File: config.mk
export PLATFORM = sky130hd
export DESIGN_NAME = spectral_peak_top_k_ranker_top_flat
export DESIGN_NICKNAME = d
export VERILOG_FILES = /design/src/sv/sptk_pkg.sv /design/src/sv/sptk_if.sv /design/src/sv/spectral_peak_top_k_ranker_top.sv /design/src/sv/sptk_ctrl.sv /design/src/sv/sptk_dp.sv /design/src/flat_wrapper.sv
export SDC_FILE = /design/constraint.sdc
export NUM_CORES = 1
export LEC_CHECK = 0
export BUFFER_PORTS_ARGS = -buffer_cell sky130_fd_sc_hd__buf_4
export CORE_AREA = 2 2 243 245
export CTS_CLUSTER_SIZE = 25
export DETAILED_ROUTE_END_ITERATION = 6
export DIE_AREA = 0 0 245 247
export PLACE_DENSITY = 0.74
export SETUP_SLACK_MARGIN = 0.15
export SLEW_MARGIN = 20
export SYNTH_ARGS = -nofsm -noshare
export SYNTH_HDL_FRONTEND = slang
export SYNTH_SLANG_ARGS = --single-unit
File: constraint.sdc
create_clock -name i_clk -period 4.3 [get_ports i_clk]
set_clock_uncertainty 0.2 [all_clocks]
set_input_delay 0.215 -clock i_clk [delete_from_list [all_inputs] [get_ports i_clk]]
set_output_delay 0.215 -clock i_clk [all_outputs]
set_load 0.02 [all_outputs]
File: src/sv/sptk_pkg.sv
// ----------------------------------------------------------------------------
// sptk_pkg
// Shared types and constants for the spectral peak top-K ranker.
// ----------------------------------------------------------------------------
package sptk_pkg;

    // field widths
    localparam int W_MAG = 32;
    localparam int W_BIN = 16;
    localparam int W_POS = 5;

    // default ranking depth
    localparam int RANK_DEPTH_DEF = 8;

    // history depth at which the peak test starts (window of three bins)
    localparam logic [1:0] HIST_FULL = 2'd2;

    // input item
    typedef struct packed {
        logic [W_MAG-1:0] magnitude;
        logic [W_BIN-1:0] bin_index;
        logic             frame_start;
        logic             frame_end;
    } t_in_item;

    // result item
    typedef struct packed {
        logic [W_POS-1:0] rank_position;
        logic [W_MAG-1:0] peak_magnitude;
        logic [W_BIN-1:0] peak_bin;
        logic             entry_valid;
        logic             last_entry;
    } t_out_item;

    // controller states
    typedef enum logic {
        ST_IDLE,
        ST_EMIT
    } t_state;

    // controller to datapath
    typedef struct packed {
        logic in_ready;
        logic step;
        logic load;
    } t_ctrl_cmd;

    // datapath to controller
    typedef struct packed {
        logic out_free;
        logic idx_last;
    } t_dp_stat;

endpackage

File: src/sv/sptk_if.sv
// ----------------------------------------------------------------------------
// sptk_if
// Valid/ready channel carrying one payload item per handshake.
// ----------------------------------------------------------------------------
interface sptk_if #(
    parameter type T_PAYLOAD = logic
) ();
    logic     valid;
    logic     ready;
    T_PAYLOAD payload;

    modport source (output valid, output payload, input ready);
    modport sink   (input valid, input payload, output ready);
endinterface

File: src/sv/spectral_peak_top_k_ranker_top.sv
// ----------------------------------------------------------------------------
// spectral_peak_top_k_ranker_top
// Finds strict local maxima in a bin stream and keeps them ranked.
// ----------------------------------------------------------------------------
// Usage:
//   i_in takes one spectrum bin per item (magnitude, bin index, frame start
//   and frame end flags). Each bin is tested against its two neighbors and
//   a peak is inserted into a descending table of RANK_DEPTH entries by a
//   parallel compare-and-shift in the cycle the item is accepted.
//   Throughput: one item per cycle while no frame end is seen.
//   An item with frame end set produces RANK_DEPTH result items on o_out,
//   strongest first; the first is loaded into the output register once
//   the controller is in its emit state and that register is free, and
//   the rest follow one per cycle while the receiver takes them. While the
//   table is read out the input is held off until the last entry is loaded.
//   The next item is taken while the last result still waits in the output
//   register. A stalled receiver holds the readout at its current entry.
//   Reset (synchronous, active low) clears history and table to zero and
//   marks every entry invalid; frame start does the same for its bin.
// ----------------------------------------------------------------------------
module spectral_peak_top_k_ranker_top
    import sptk_pkg::*;
#(
    parameter int RANK_DEPTH = RANK_DEPTH_DEF
) (
    input  logic  i_clk,
    input  logic  i_rst_n,
    sptk_if.sink   i_in,
    sptk_if.source o_out
);

    t_ctrl_cmd w_cmd;
    t_dp_stat  w_stat;
    t_in_item  w_in_item;
    t_out_item w_out_item;

    assign w_in_item = i_in.payload;

    // controller
    sptk_ctrl u_ctrl (
        .i_clk       (i_clk),
        .i_rst_n     (i_rst_n),
        .i_in_valid  (i_in.valid),
        .i_frame_end (w_in_item.frame_end),
        .i_stat      (w_stat),
        .o_cmd       (w_cmd)
    );

    // datapath
    sptk_dp #(
        .RANK_DEPTH (RANK_DEPTH)
    ) u_dp (
        .i_clk       (i_clk),
        .i_rst_n     (i_rst_n),
        .i_cmd       (w_cmd),
        .i_item      (w_in_item),
        .i_out_ready (o_out.ready),
        .o_stat      (w_stat),
        .o_item      (w_out_item),
        .o_valid     (o_out.valid)
    );

    assign i_in.ready    = w_cmd.in_ready;
    assign o_out.payload = w_out_item;

endmodule

File: src/sv/sptk_ctrl.sv
// ----------------------------------------------------------------------------
// sptk_ctrl
// Controller: takes items while idle, then walks the table out one entry
// per free output slot after a frame end.
// ----------------------------------------------------------------------------
module sptk_ctrl
    import sptk_pkg::*;
(
    input  logic      i_clk,
    input  logic      i_rst_n,
    input  logic      i_in_valid,
    input  logic      i_frame_end,
    input  t_dp_stat  i_stat,
    output t_ctrl_cmd o_cmd
);

    t_state r_state;
    t_state n_state;

    // state register
    always_ff @(posedge i_clk) begin
        if (!i_rst_n) begin
            r_state <= ST_IDLE;
        end else begin
            r_state <= n_state;
        end
    end

    // next state and commands
    always_comb begin
        n_state        = r_state;
        o_cmd.in_ready = 1'b0;
        o_cmd.step     = 1'b0;
        o_cmd.load     = 1'b0;
        unique case (r_state)
            ST_IDLE: begin
                o_cmd.in_ready = 1'b1;
                if (i_in_valid) begin
                    o_cmd.step = 1'b1;
                    if (i_frame_end) begin
                        n_state = ST_EMIT;
                    end
                end
            end
            ST_EMIT: begin
                if (i_stat.out_free) begin
                    o_cmd.load = 1'b1;
                    if (i_stat.idx_last) begin
                        n_state = ST_IDLE;
                    end
                end
            end
            default: begin
                n_state = ST_IDLE;
            end
        endcase
    end

endmodule

File: src/sv/sptk_dp.sv
// ----------------------------------------------------------------------------
// sptk_dp
// Datapath: bin history, peak test, compare-and-shift ranking table,
// read index and output register.
// ----------------------------------------------------------------------------
module sptk_dp
    import sptk_pkg::*;
#(
    parameter int RANK_DEPTH = RANK_DEPTH_DEF
) (
    input  logic      i_clk,
    input  logic      i_rst_n,
    input  t_ctrl_cmd i_cmd,
    input  t_in_item  i_item,
    input  logic      i_out_ready,
    output t_dp_stat  o_stat,
    output t_out_item o_item,
    output logic      o_valid
);

    localparam int W_IDX = $clog2(RANK_DEPTH);

    // history
    logic [W_MAG-1:0] r_older;
    logic [W_MAG-1:0] r_mid;
    logic [W_BIN-1:0] r_mid_bin;
    logic [1:0]       r_hist;
    logic [W_MAG-1:0] n_older;
    logic [1:0]       n_hist;

    // ranking table
    logic [W_MAG-1:0]      r_rmag [RANK_DEPTH];
    logic [W_BIN-1:0]      r_rbin [RANK_DEPTH];
    logic [RANK_DEPTH-1:0] r_rval;
    logic [W_MAG-1:0]      n_rmag [RANK_DEPTH];
    logic [W_BIN-1:0]      n_rbin [RANK_DEPTH];
    logic [RANK_DEPTH-1:0] n_rval;
    logic [RANK_DEPTH-1:0] w_gt;
    logic                  w_peak;

    // read side
    logic [W_IDX-1:0] r_idx;
    t_out_item        r_out;
    logic             r_out_valid;
    logic             w_idx_last;

    // peak test on the middle bin; a frame start discards the history
    always_comb begin
        w_peak = !i_item.frame_start && (r_hist == HIST_FULL) &&
                 (r_older < r_mid) && (i_item.magnitude < r_mid);
        if (i_item.frame_start) begin
            n_older = '0;
            n_hist  = 2'd1;
        end else begin
            n_older = r_mid;
            n_hist  = (r_hist == HIST_FULL) ? r_hist : r_hist + 2'd1;
        end
    end

    // one comparator per entry; the table is descending, so w_gt is a prefix
    always_comb begin
        for (int k = 0; k < RANK_DEPTH; k++) begin
            w_gt[k] = r_rmag[k] > r_mid;
        end
    end

    // new table contents: keep above the slot, insert at it, shift below; a frame start clears the table
    always_comb begin
        if (w_peak && !w_gt[0]) begin
            n_rmag[0] = r_mid;
            n_rbin[0] = r_mid_bin;
            n_rval[0] = 1'b1;
        end else begin
            n_rmag[0] = r_rmag[0];
            n_rbin[0] = r_rbin[0];
            n_rval[0] = r_rval[0];
        end
        for (int k = 1; k < RANK_DEPTH; k++) begin
            if (!w_peak || w_gt[k]) begin
                n_rmag[k] = r_rmag[k];
                n_rbin[k] = r_rbin[k];
                n_rval[k] = r_rval[k];
            end else if (w_gt[k-1]) begin
                n_rmag[k] = r_mid;
                n_rbin[k] = r_mid_bin;
                n_rval[k] = 1'b1;
            end else begin
                n_rmag[k] = r_rmag[k-1];
                n_rbin[k] = r_rbin[k-1];
                n_rval[k] = r_rval[k-1];
            end
        end
        if (i_item.frame_start) begin
            for (int k = 0; k < RANK_DEPTH; k++) begin
                n_rmag[k] = '0;
                n_rbin[k] = '0;
            end
            n_rval = '0;
        end
    end

    // history and table registers
    always_ff @(posedge i_clk) begin
        if (!i_rst_n) begin
            r_older   <= '0;
            r_mid     <= '0;
            r_mid_bin <= '0;
            r_hist    <= '0;
            r_rval    <= '0;
            for (int k = 0; k < RANK_DEPTH; k++) begin
                r_rmag[k] <= '0;
                r_rbin[k] <= '0;
            end
        end else if (i_cmd.step) begin
            r_older   <= n_older;
            r_mid     <= i_item.magnitude;
            r_mid_bin <= i_item.bin_index;
            r_hist    <= n_hist;
            r_rval    <= n_rval;
            for (int k = 0; k < RANK_DEPTH; k++) begin
                r_rmag[k] <= n_rmag[k];
                r_rbin[k] <= n_rbin[k];
            end
        end
    end

    assign w_idx_last = r_idx == W_IDX'(RANK_DEPTH - 1);

    // read index and output register
    always_ff @(posedge i_clk) begin
        if (!i_rst_n) begin
            r_idx       <= '0;
            r_out_valid <= 1'b0;
        end else begin
            if (i_cmd.step) begin
                r_idx <= '0;
            end else if (i_cmd.load) begin
                r_idx <= r_idx + W_IDX'(1);
            end
            if (i_cmd.load) begin
                r_out_valid <= 1'b1;
            end else if (i_out_ready) begin
                r_out_valid <= 1'b0;
            end
        end
    end

    // output payload
    always_ff @(posedge i_clk) begin
        if (i_cmd.load) begin
            r_out <= '{rank_position:  W_POS'(r_idx),
                       peak_magnitude: r_rmag[r_idx],
                       peak_bin:       r_rbin[r_idx],
                       entry_valid:    r_rval[r_idx],
                       last_entry:     w_idx_last};
        end
    end

    assign o_stat.out_free = !r_out_valid || i_out_ready;
    assign o_stat.idx_last = w_idx_last;
    assign o_item          = r_out;
    assign o_valid         = r_out_valid;

endmodule

File: src/flat_wrapper.sv
// flat-port wrapper written by rule: the top's interface ports become plain ports
module spectral_peak_top_k_ranker_top_flat import sptk_pkg::*;
#(
    parameter int RANK_DEPTH = RANK_DEPTH_DEF
)
  (i_clk, i_rst_n, i_in_valid, i_in_payload, i_in_ready, o_out_valid, o_out_payload, o_out_ready);
  sptk_if #(.T_PAYLOAD(t_in_item)) i_in_i ();
  sptk_if #(.T_PAYLOAD(t_out_item)) o_out_i ();
  input  logic i_clk;
  input  logic i_rst_n;
  input wire logic [$bits(i_in_i.valid)-1:0] i_in_valid;
  input wire logic [$bits(i_in_i.payload)-1:0] i_in_payload;
  output wire logic [$bits(i_in_i.ready)-1:0] i_in_ready;
  output wire logic [$bits(o_out_i.valid)-1:0] o_out_valid;
  output wire logic [$bits(o_out_i.payload)-1:0] o_out_payload;
  input wire logic [$bits(o_out_i.ready)-1:0] o_out_ready;
  assign i_in_i.valid = i_in_valid;
  assign i_in_i.payload = i_in_payload;
  assign i_in_ready = i_in_i.ready;
  assign o_out_valid = o_out_i.valid;
  assign o_out_payload = o_out_i.payload;
  assign o_out_i.ready = o_out_ready;
  spectral_peak_top_k_ranker_top #(.RANK_DEPTH(RANK_DEPTH)) u_core (.i_clk(i_clk), .i_rst_n(i_rst_n), .i_in(i_in_i), .o_out(o_out_i));
endmodule
==> qor.csv, run 1 <==
stage,metric,value,unit
status,status,completed,
timing,final.min_clock_period,4130,ps
synth,synth-main-ff-cell,edfxtp_1,
critical_path,path_class,flop to flop,
clock_tree,clockBufferDepth,3,
grt,grt_pass1_vias,24325,
place,numPortBuffers,108,
pwr,p_int,10400,uW
die,die_w,245,um
pwr,switchingPower,4400,uW
timing,drv_slew,0,
timing,hold-worst-slack,144,ps
clock_tree,cts-htree-levels,2,
synth,yosysWarningCount,0,
timing,rsz0062_at_grt,false,
finish,final_net_count,3338,
pwr,switching_share,0.297,
die,start_util,0.542,
finish,layout_common_cells,"edfxtp_1, nand2_1, ha_1",
finish,syn_to_final_growth,16.3,%
finish,seq_area,15000,sq um
die,pin_count,111,
route,via_per_inst,6.46,
route,drtIter0Drc,2317,
grt,overflow,0,
place,dpl.hpwl,66600,um
critical_path,worstSetupStartpointType,flop,
synth,yosys-top-cells-area,"edfxtp_1, ha_1, mux2i_1",
clock_tree,cts_buffers,58,
timing,fmax,0.242,GHz
finish,mostFrequentLayoutCell,edfxtp_1,
clock_tree,cts_root_buf,clkbuf_16,
route,drc,0,
pwr,ir_drop,0.329,mV
die,rows,89,
timing,fin_crit_sh,0.960,
critical_path,cp_data_arrival_time,4250,ps
synth,synth_seq_cells,532,
clock_tree,clock_sinks,532,
pwr,p_comb_frac,0.205,
die,core,58200,sq um
hold_path,hp-class,input port to flop,
synth,synth-edff-count,437,
pwr,p_per_area,404,nW/um^2
pwr,power_frac_seq,0.421,
synth,syn_inst,2801,
die,die_y,247,um
synth,async_reset_ff_frac,0,
critical_path,cp-end-kind,flop,
grt,grt_max_degree,96,
synth,synth_top_cell_area_share,0.416,
route,firstDrtPassIters,6,
pwr,power.share.clock,0.374,
finish,drive_gt1_frac,0.167,
clock_tree,cts_tree,yes,
grt,grtUsageTotal,0.323,
route,via_count,24453,
route,wl_per_cell,26.0,um
critical_path,cp_data_required_time,4420,ps
timing,hold_violations,0,
finish,antennaDiodeCount,0,
clock_tree,clk_latency,680,ps
synth,synth.avg_cell_area,11.3,sq um
die,dieArea,60500,sq um
synth,synth_top_cell_by_area,edfxtp_1,
place,gp_congestion,0.981,
timing,worst_slew_pin_slew,1070,ps
route,wl,98300,um
synth,syn-cell-area,31500,sq um
synth,netlist-cell-type-count,52,
finish,multiInputGateArea,15600,sq um
timing,finalSetupViolations,0,
pwr,leakagePower,0.0148,uW
clock_tree,clk_pin_slew,60,ps
grt,grt_pass1_wl,148000,um
critical_path,crit_fanout,21,
synth,seq_area_frac_synth,0.476,
route,ant_nets,0,
timing,max-slew-margin-rel,0.286,
timing,tns,0,ps
finish,fillers,4499,
job,maxCapViolations,0,
grt,antenna_found_initial,2,
path summary, 6_finish.rpt:
| kind | from | endpoint | slack [ps] | cells after the start |
|---|---|---|---|---|
| worst max-delay path | u_core.u_dp.r_mid[23] | u_core.u_dp.r_rmag[1][10] | 170 | 10 |
| worst min-delay path | i_in_payload[6] | u_core.u_dp.r_mid_bin[4] | 140 | 4 |
| worst max register to register | u_core.u_dp.r_mid[23] | u_core.u_dp.r_rmag[1][10] | 170 | 10 |
| worst min register to register | u_core.u_dp.r_older[15] | u_core.u_dp.r_older[15] | 260 | 1 |
power by group through the flow:
stage               Sequential (uW)  Combinational [uW]  Clock, uW
floorplan                      6200                1860          0
global placement               6300                2820          0
detailed placement             6320                2900          0
CTS                            6220                2980       5580
global route                   6260                3230       5780
finish                         6230                3040       5540
repair_timing:
action / 4_1_cts / 5_1_grt
gates resized for setup: 0 / 8
setup buffers: 0 / 5
hold endpoints to repair: 62 / 0
hold buffers: 71 / 0
endpoints found under the setup margin: 0 / 387
final cells by class:
cell class                 instances  share of cell area
timing repair buffer             290              0.0721
tap                              773              0.0264
clock buffer                      84              0.0481
inverter                          66             0.00696
sequential                       532               0.410
multi-input combinational       2015               0.426
clock inverter                    26              0.0108
worst max-delay path, stage by stage (launching register included):
cell	delay, ps
dfxtp_1	600
clkinvlp_4	270
ha_1	380
a21oi_1	180
nand3_1	170
a221oi_1	470
o211ai_1	400
a22oi_2	460
nand3_1	220
nand2_2	190
buf_12	240
kinds of logic (layout without fill, tap and decap cells):
group                    after synthesis  in the layout  synth area share
AND/OR/NAND/NOR                      861            861             0.115
adder cells (fa/ha/maj)              321            321             0.127
AO/OA/AOI/OAI                        432            432            0.0813
multiplexers                         398            398             0.167
XOR/XNOR                               1              1          0.000278
other                                  1              2          0.000119
flip-flops                           532            532             0.476
buffers and inverters                255            466            0.0326
state kept, by name, indices dropped and copies added (netlist names):
register,count
u_core.u_dp.o_item,53
u_core.u_dp.r_idx,3
u_core.u_dp.r_older,32
u_core.u_dp.r_mid_bin,16
u_core.u_dp.o_valid,1
u_core.u_dp.r_rmag,256
u_core.u_ctrl.r_state,1
u_core.u_dp.r_hist,2
u_core.u_dp.r_mid,32
u_core.u_dp.r_rval,8
u_core.u_dp.r_rbin,128
routing by layer:
layer | track usage | wire [um]
met2 | 0.532 | 47300
met3 | 0.0529 | 8140
met5 | 0 | 0
met1 | 0.426 | 38900
met4 | 0.131 | 3920
metrics by stage:
stage,worst slack (ps),total power (uW),utilization,area (sq um),instances
6_report,174,14800,0.630,36700,3786
5_1_grt,154,15300,0.630,36700,3786
4_1_cts,218,14800,0.629,36600,3781
3_5_place_dp,256,9220,0.580,33800,3600
3_3_place_gp,236,9120,0.579,33700,3599
2_1_floorplan,174,8060,-,31600,2802
cells in the mapped netlist (all sizes together) (2+ instances only):
cell       n
a2111o     2
a2111oi    3
a211oi    13
a21bo      2
a21boi     5
a21o      53
a21oi    262
a221o      5
a221oi    13
a22oi      5
and2       3
and3      21
and4       6
buf       40
clkbuf   149
dfxtp     95
edfxtp   437
ha       321
inv       66
mux2      50
mux2i    250
mux4      98
nand2    385
nand2b     6
nand3     41
nand4     55
nor2     306
nor2b      8
nor3      12
nor4      11
o211ai    12
o21a       7
o21ai     33
o221ai     5
o22ai      4
o31ai      3
or3        2
or4        4
(Power assumes the default switching activity.)
==> run 2: changes to the inputs <==
- PLACE_DENSITY: 0.74 -> 0.73
==> run 2 against run 1 <==
Clock-buffer cell count shrank 3. Final cell count is the same. Register-to-register slack gained 60 ps. Core utilization shrank 0.15 points. Maximum frequency grew 1.4%. Sequential cell count is the same. Routed wire length grew 1.6%. Setup slack gained 56 ps.
==> qor.csv, run 2 (synthesis results as in run 1) <==
stage,metric,value,unit,change
timing,tns,0,ps,unchanged
critical_path,crit_slowest_cell,or4_1,,was dfxtp_1
route,wl_met1,40300,um,was 38900 um
pwr,leakagePower,0.0147,uW,was 0.0148 uW
die,die_w,245,um,unchanged
route,via_count,24421,,was 24453
finish,syn_to_final_growth,16.1,%,was 16.3%
clock_tree,cts_tree,yes,,unchanged
route,wl_per_cell,26.4,um,was 26.0 um
grt,grt_pass1_wl,150000,um,was 148000 um
grt,grt_pass1_vias,23856,,was 24325
timing,worst_slew_pin_slew,1080,ps,was 1070 ps
route,drtIter0Drc,2904,,was 2317
place,dpl.hpwl,67300,um,was 66600 um
clock_tree,cts_buffers,58,,unchanged
route,via_per_inst,6.45,,was 6.46
route,drc,0,,unchanged
critical_path,path_class,flop to flop,,unchanged
finish,antennaDiodeCount,0,,unchanged
clock_tree,clk_pin_slew,60,ps,about the same
status,status,completed,,unchanged
critical_path,worst-path-buf-inv,2,,unchanged
clock_tree,clockBufferDepth,3,,unchanged
critical_path,cpPeakStageDelay,690,ps,was 600 ps
finish,layout_common_cells,"edfxtp_1, nand2_1, ha_1",,unchanged
die,pin_count,111,,unchanged
finish,mostFrequentLayoutCell,edfxtp_1,,unchanged
critical_path,crit_chain,clkinvlp_4 > ha_1 > nand4_1 > or4_1 > nor4_2 > o22ai_1 > a21oi_4 > buf_4 > mux2i_1 > nor2_1,,was clkinvlp_4 > ha_1 > a21oi_1 > nand3_1 > a221oi_1 > o211ai_1 > a22oi_2 > nand3_1 > nand2_2 > buf_12
pwr,p_per_area,398,nW/um^2,was 404 nW/um^2
critical_path,worstSetupStartpointType,flop,,unchanged
die,start_util,0.542,,unchanged
timing,finalSetupViolations,0,,unchanged
route,ant_nets,0,,unchanged
hold_path,hp-class,input port to flop,,unchanged
place,placed_cells,3586,,was 3600
pwr,ir_drop,0.349,mV,was 0.329 mV
critical_path,cp_data_arrival_time,4210,ps,was 4250 ps
die,core,58200,sq um,unchanged
clock_tree,cts_root_buf,clkbuf_16,,unchanged
route,wl,99900,um,was 98300 um
critical_path,crit_fanout,12,,was 21
job,maxCapViolations,0,,unchanged
grt,grt_max_degree,161,,was 96
finish,final_net_count,3339,,was 3338
route,wl_met2,47700,um,was 47300 um
place,numPortBuffers,108,,unchanged
die,die_y,247,um,unchanged
die,dieArea,60500,sq um,unchanged
timing,max-slew-margin-rel,0.277,,was 0.286
timing,drv_slew,0,,unchanged
grt,antenna_found_initial,0,,was 2
grt,grtUsageTotal,0.329,,was 0.323
finish,regMostFlops,u_core.u_dp.r_rmag,,unchanged
critical_path,cp_data_required_time,4440,ps,was 4420 ps
timing,fmax,0.246,GHz,was 0.242 GHz
die,rows,89,,unchanged
clock_tree,cts-htree-levels,2,,unchanged
timing,final.min_clock_period,4070,ps,was 4130 ps
critical_path,critPathTopFamily,simple AND/OR/NAND/NOR gates,,was compound AO/OA/AOI/OAI gates
timing,fin_crit_sh,0.947,,was 0.960
clock_tree,clk_latency,650,ps,was 680 ps
timing,rsz0062_at_grt,true,,was false
finish,final_util,0.629,,was 0.630
route,highest_layer,met4,,unchanged
grt,overflow,0,,unchanged
finish,largest_reg_flops,256,,unchanged
finish,drive_gt1_frac,0.165,,was 0.167
timing,hold_violations,0,,unchanged
finish,fin_cells,3786,,unchanged
route,firstDrtPassIters,6,,unchanged
finish,fillers,4542,,was 4499
place,gp_congestion,0.994,,was 0.981
clock_tree,clock_sinks,532,,unchanged
critical_path,cp-end-kind,flop,,unchanged
route,wl_met3,8470,um,was 8140 um
run 2: per-layer routing:
metal | up-vias | global-route usage
met1 | 12086 | 0.451
met2 | 1386 | 0.541
met4 | 0 | 0.109
met5 | - | 0
li1 | 10722 | -
met3 | 227 | 0.0474
run 2: final cells by class:
class	instances	area, sq um	area share
Multi-Input combinational cell	2015	15700	0.428
Inverter	66	270	0.00738
Clock buffer	81	1630	0.0445
Timing Repair Buffer	291	2730	0.0745
Clock inverter	28	330	0.00902
Tap cell	773	967	0.0264
Sequential cell	532	15000	0.411
run 2: tightest hold or removal path: stages:
cell     delay (ps)
buf_4           130
nor2b_4         230
and3_1          210
run 2: through the flow:
stage / hold slack, ps / worst slack [ps] / power [uW] / instance area (sq um)
final: 125 / 230 / 14600 / 36600
after CTS: 94.1 / 237 / 14500 / 36400
after global placement: 232 / -178 / 9230 / 33700
after floorplan: 151 / 174 / 8060 / 31600
after detailed placement: 246 / -140 / 9300 / 33700
after global routing: 99.9 / 123 / 15000 / 36600
run 2: timing repair:
action | CTS | global route
hold buffers | 70 | 0
hold endpoints to repair | 62 | 0
buffers inserted | 0 | 21
setup endpoints to repair | 96 | 155
resized for setup | 2 | 12
run 2: path summary, 6_finish.rpt:
path                                             start                         to  slack (ps)  depth (start not counted)
worst min register to register  u_core.u_dp.r_older[7]     u_core.u_dp.r_older[7]         260                          1
worst max-delay path              u_core.u_dp.r_mid[7]  u_core.u_dp.r_rmag[6][26]         230                         10
worst max register to register    u_core.u_dp.r_mid[7]  u_core.u_dp.r_rmag[6][26]         230                         10
worst min-delay path                        i_in_valid   u_core.u_dp.r_rbin[0][2]         130                          3
run 2: report_power, final:
group / internal [uW] / leakage (uW) / switching (uW)
logic: 1230 / 0.00839 / 1890
registers: 5930 / 0.00536 / 314
clock network: 3000 / 0.000958 / 2200
